==> src/rtl/assert_macros.svh <==
// Assertion helpers shared by the RTL.
`ifndef ASSERT_MACROS_SVH
`define ASSERT_MACROS_SVH

// Same-cycle implication.
`define ASSERT_IMPLIES(label, clk, rst, ante, cons) \
   label: assert property (@(posedge clk) disable iff (rst) (ante) |-> (cons)) \
      else $error("assertion failed");

// Next-cycle implication.
`define ASSERT_NEXT(label, clk, rst, ante, cons) \
   label: assert property (@(posedge clk) disable iff (rst) (ante) |=> (cons)) \
      else $error("assertion failed");

`endif

==> src/rtl/bqn_pkg.sv <==
package bqn_pkg;

   localparam int SAMPLE_W  = 16;
   localparam int COEF_W    = 24;
   localparam int HIST_W    = 32;
   localparam int NUM_COEFS = 5;
   localparam int CSR_IDX_W = 3;

   localparam int DEF_COEF_FRAC_BITS = 22;
   localparam int DEF_HIST_FRAC_BITS = 8;

   localparam logic signed [SAMPLE_W-1:0] SAMPLE_MAX = {1'b0, {(SAMPLE_W-1){1'b1}}};
   localparam logic signed [SAMPLE_W-1:0] SAMPLE_MIN = {1'b1, {(SAMPLE_W-1){1'b0}}};
   localparam logic signed [HIST_W-1:0]   HIST_MAX   = {1'b0, {(HIST_W-1){1'b1}}};
   localparam logic signed [HIST_W-1:0]   HIST_MIN   = {1'b1, {(HIST_W-1){1'b0}}};
   localparam logic signed [COEF_W-1:0]   COEF_MAX   = {1'b0, {(COEF_W-1){1'b1}}};

   typedef enum logic [CSR_IDX_W-1:0] {
      CSR_B0 = 3'd0,
      CSR_B1 = 3'd1,
      CSR_B2 = 3'd2,
      CSR_A1 = 3'd3,
      CSR_A2 = 3'd4
   } csr_index_type;

   typedef struct packed {
      logic signed [COEF_W-1:0] b0;
      logic signed [COEF_W-1:0] b1;
      logic signed [COEF_W-1:0] b2;
      logic signed [COEF_W-1:0] a1;
      logic signed [COEF_W-1:0] a2;
   } coef_set_type;

   typedef struct packed {
      logic advance;
      logic clear;
   } step_ctl_type;

endpackage

==> src/rtl/bqn_coef_regs.sv <==
module bqn_coef_regs #(
   parameter int COEF_FRAC_BITS = bqn_pkg::DEF_COEF_FRAC_BITS
) (
   input  logic                                clock,
   input  logic                                reset,
   input  logic                                csr_write_enable,
   input  logic [bqn_pkg::CSR_IDX_W-1:0]       csr_index,
   input  logic [bqn_pkg::COEF_W-1:0]          csr_data,
   output bqn_pkg::coef_set_type               coefs
);

   localparam logic signed [bqn_pkg::COEF_W-1:0] B0Reset =
      (COEF_FRAC_BITS >= bqn_pkg::COEF_W - 1) ? bqn_pkg::COEF_MAX
                                              : bqn_pkg::COEF_W'(1 << COEF_FRAC_BITS);

   bqn_pkg::coef_set_type coefs_ff;
   bqn_pkg::coef_set_type coefs_in;

   always_comb begin
      coefs_in = coefs_ff;
      if (csr_write_enable) begin
         case (csr_index)
            bqn_pkg::CSR_B0: coefs_in.b0 = csr_data;
            bqn_pkg::CSR_B1: coefs_in.b1 = csr_data;
            bqn_pkg::CSR_B2: coefs_in.b2 = csr_data;
            bqn_pkg::CSR_A1: coefs_in.a1 = csr_data;
            bqn_pkg::CSR_A2: coefs_in.a2 = csr_data;
            default:         coefs_in = coefs_ff;
         endcase
      end
   end

   always_ff @(posedge clock) begin
      if (reset) begin
         coefs_ff.b0 <= B0Reset;
         coefs_ff.b1 <= '0;
         coefs_ff.b2 <= '0;
         coefs_ff.a1 <= '0;
         coefs_ff.a2 <= '0;
      end else begin
         coefs_ff <= coefs_in;
      end
   end

   assign coefs = coefs_ff;

endmodule

==> config.mk <==
export PLATFORM = sky130hd
export DESIGN_NAME = bqn_coef_regs
export DESIGN_NICKNAME = d
export VERILOG_FILES = /design/src/rtl/assert_macros.svh /design/src/rtl/bqn_pkg.sv /design/src/rtl/bqn_coef_regs.sv
export SDC_FILE = /design/constraint.sdc
export NUM_CORES = 1
export LEC_CHECK = 0
export ABC_AREA = 0
export BUFFER_PORTS_ARGS = -buffer_cell sky130_fd_sc_hd__buf_2
export CAP_MARGIN = 0
export CORE_MARGIN = 2
export CORE_UTILIZATION = 51
export DETAILED_ROUTE_END_ITERATION = 8
export HOLD_SLACK_MARGIN = 0.02
export PLACE_DENSITY = 0.8
export RECOVER_POWER = 100
export SLEW_MARGIN = 15
export SYNTH_ARGS = -nofsm -noshare
export SYNTH_HDL_FRONTEND = slang
export SYNTH_SLANG_ARGS = --single-unit
==> constraint.sdc <==
create_clock -name clock -period 1.5 [get_ports clock]
set_clock_uncertainty 0.15 [all_clocks]
set_input_delay 0.375 -clock clock [delete_from_list [all_inputs] [get_ports clock]]
set_output_delay 0.375 -clock clock [all_outputs]
set_load 0.05 [all_outputs]
==> impl_results.md <==
* Clk slew on worst S/H paths at approximately 0.060 ns
* Nets at between 600 and 700
* Post-synthesis sequential element count at 120
* RSZ-0062 raised after global routing: true
* CP startpoint kind: flip-flop
* Worst setup EP type: output pin
* Post-DP HPWL at 7.58 mm
* Initial Util at 51.9%
* Final Hold Viols at 0
* R2R setup slack at roughly 0.42 ns
* Total track usage at 27.1%
* Pwr/cell area at approximately 1000 mW/mm^2
* DIE AREA at 0.0101 sq mm
* Sequential area share after synthesis at around 51%
* Max incr delay on CP at ~0.37 ns
* Most frequent cells in the layout: 143 x nand2b_1, 120 x mux2i_1, 118 x dfxtp_2
* Syn. warnings at 0
* Die W at slightly above 100 microns
* DRT iter0 DRCs at around 130
* CTS tree: yes
* WHS at about 0.085 ns
* Worst Path Required at ~0.97 ns
* First-pass GRT wire length at approximately 21 mm
* Cells after synthesis at 422
* Area occupied by multi-input gates at between 0.002 and 0.0025 sq mm
* Int Pwr at about 6000 uW
* Fin crit share at 104%
* Grt ovf at 0
* Antenna cell count at 0
* Slew Limit Fails at 0
* Worst Path Arrival at roughly 1.0 ns
* CP Class: reg2out
* Worst slew pin tran at ~0.68 ns
* Highest clock rate at roughly 640 MHz
* Ratio of cells with drive above 1 in the final layout at roughly 57%
* Final ANT Viol Nets at 0
* RePlAce Congestion at 0.820
* Worst-path maximum fanout at 2
* Vias in the first global route at ~4000
* Cts bufs inserted at 17
* Worst path bufs/invs at 1
* Crit-path cells: buf_8
* Syn_nets at roughly 450
* Clock Power Share at approximately half
* CTS Root Cell: clkbuf_8
* Largest net degree at the start of global routing at 42
* Pleak at between 0.003 and 0.004 uW
* Net switching power at between 2000 and 2500 uW
* Vias at 4010
* Via/cell ratio at 5.26
* Area delta synth->final at 68.2%
* Max-cap violations at 0
* Commonest non-fill, non-tap cell in the layout: nand2b_1
* Final min period at between 1.5 and 2 ns
* Max reg flops at 120
* Num rows at 35
* DRC Markers at 0
* Min-delay worst type: in2reg
* Seq. cell area at about 0.0026 sq mm
* Worst VDD drop at approximately 0.76 mV
* Clock sinks at 120
* I/O Pins at 150
* First-pass DRT Iterations at 4
* Seq pwr share at between 40% and 50%
* Failing checks: negative setup slack
* # setup viols final at 120
* Fill count at between 400 and 500
* Initial antenna violation count at 0
* Setup ws final at -0.0619 ns
* Die height at between 100 and 150 microns
* Synth cell types at 13
* CP max stage cell: dfxtp_2
* Clk Latency, worst-skew pair at around 0.51 ns
* Total Routed Length at between 15 and 20 mm
* Crit-path leading delay family: flip-flops
* Htree depth at 4
* Routed length per instance at between 20 and 25 microns
* Status: complete, but fails checks
* Syn Area/Cell at about 11 sq um
* Port bufs at approximately 150
* Core area at approximately 0.0092 sq mm
* Total power draw at approximately 8000 uW
* Rel. slew slack at about 55%
* Switching power share of the total at 25.9%
* Post-Syn Area at 0.00475 sq mm
* Maximum root-to-sink buffer count at 2
* Logic gate share of total power at between 10% and 20%
power by group through the flow:
stage          sequential [uW]  clock, uW  combinational, uW
3_5_place_dp              3360          0                738
6_report                  3340       3970                922
2_1_floorplan             3610          0                261
5_1_grt                   3350       4150                959
3_3_place_gp              3360          0                728
4_1_cts                   3330       3960                879
area by class of cell:
class	instances	share of cell area, %
clock buffer	18	5.35
clock inverter	14	1.85
multi-input combinational	272	27.3
sequential	120	32.0
tap	111	1.74
timing repair buffer	227	31.8
repair_timing:
item                                   4_1_cts  5_1_grt
hold buffers                                 1        0
setup buffers                               22       31
resized for setup                          440       37
setup endpoints to repair                  120      120
endpoints found under the hold margin        1        0
layer usage:
layer  share of wire, %  vias to the layer above  GRT usage, %
met1                 39                     1974          29.9
li1                   -                     1834             -
met2                 52                      167          48.3
met3                6.2                       35          9.50
met5                  0                        -             0
met4                2.7                        0          9.48
logic make-up after synthesis:
logic type | count (synthesis) | share of synthesized area [%]
and+or+nand+nor | 152 | 20.8
buffers and inverters | 30 | 3.40
DFF | 120 | 50.5
muxes | 120 | 25.3
stage by stage:
stage | TNS (ns) | std cells | setup WS [ns] | instance area [sq um] | util [%]
after global routing | -7.59 | 762 | -0.0848 | 8000 | 87.4
after detailed placement | -5.91 | 676 | -0.119 | 5790 | 63.3
after CTS | -4.88 | 731 | -0.0571 | 7750 | 84.6
after floorplan | 0 | 422 | 0.0389 | 4750 | -
after global placement | -4.48 | 676 | -0.106 | 5790 | 63.3
final | -4.01 | 762 | -0.0619 | 8000 | 87.4
synthesized netlist by cell type:
library cell  count  area (sq um)
nor4bb_1          1          10.0
buf_2             6          30.0
mux2i_1         120          1200
or4b_1            1          10.0
buf_4             7          52.6
buf_6             2          22.5
dfxtp_1         120          2400
nand2b_1        143           895
nand4b_1          1          8.76
nor4b_4           1          23.8
nand4bb_1         3          33.8
nor2_1            2          7.51
clkbuf_1         15          56.3
worst paths after layout:
kind	cells after the start	startpoint	end
max reg2reg	4	coefs[17]	coefs[17]
min reg2reg	2	coefs[78]	coefs[78]
min	3	csr_data[10]	coefs[106]
max	1	coefs[15]	coefs[15]
(Power assumes the default switching activity.)
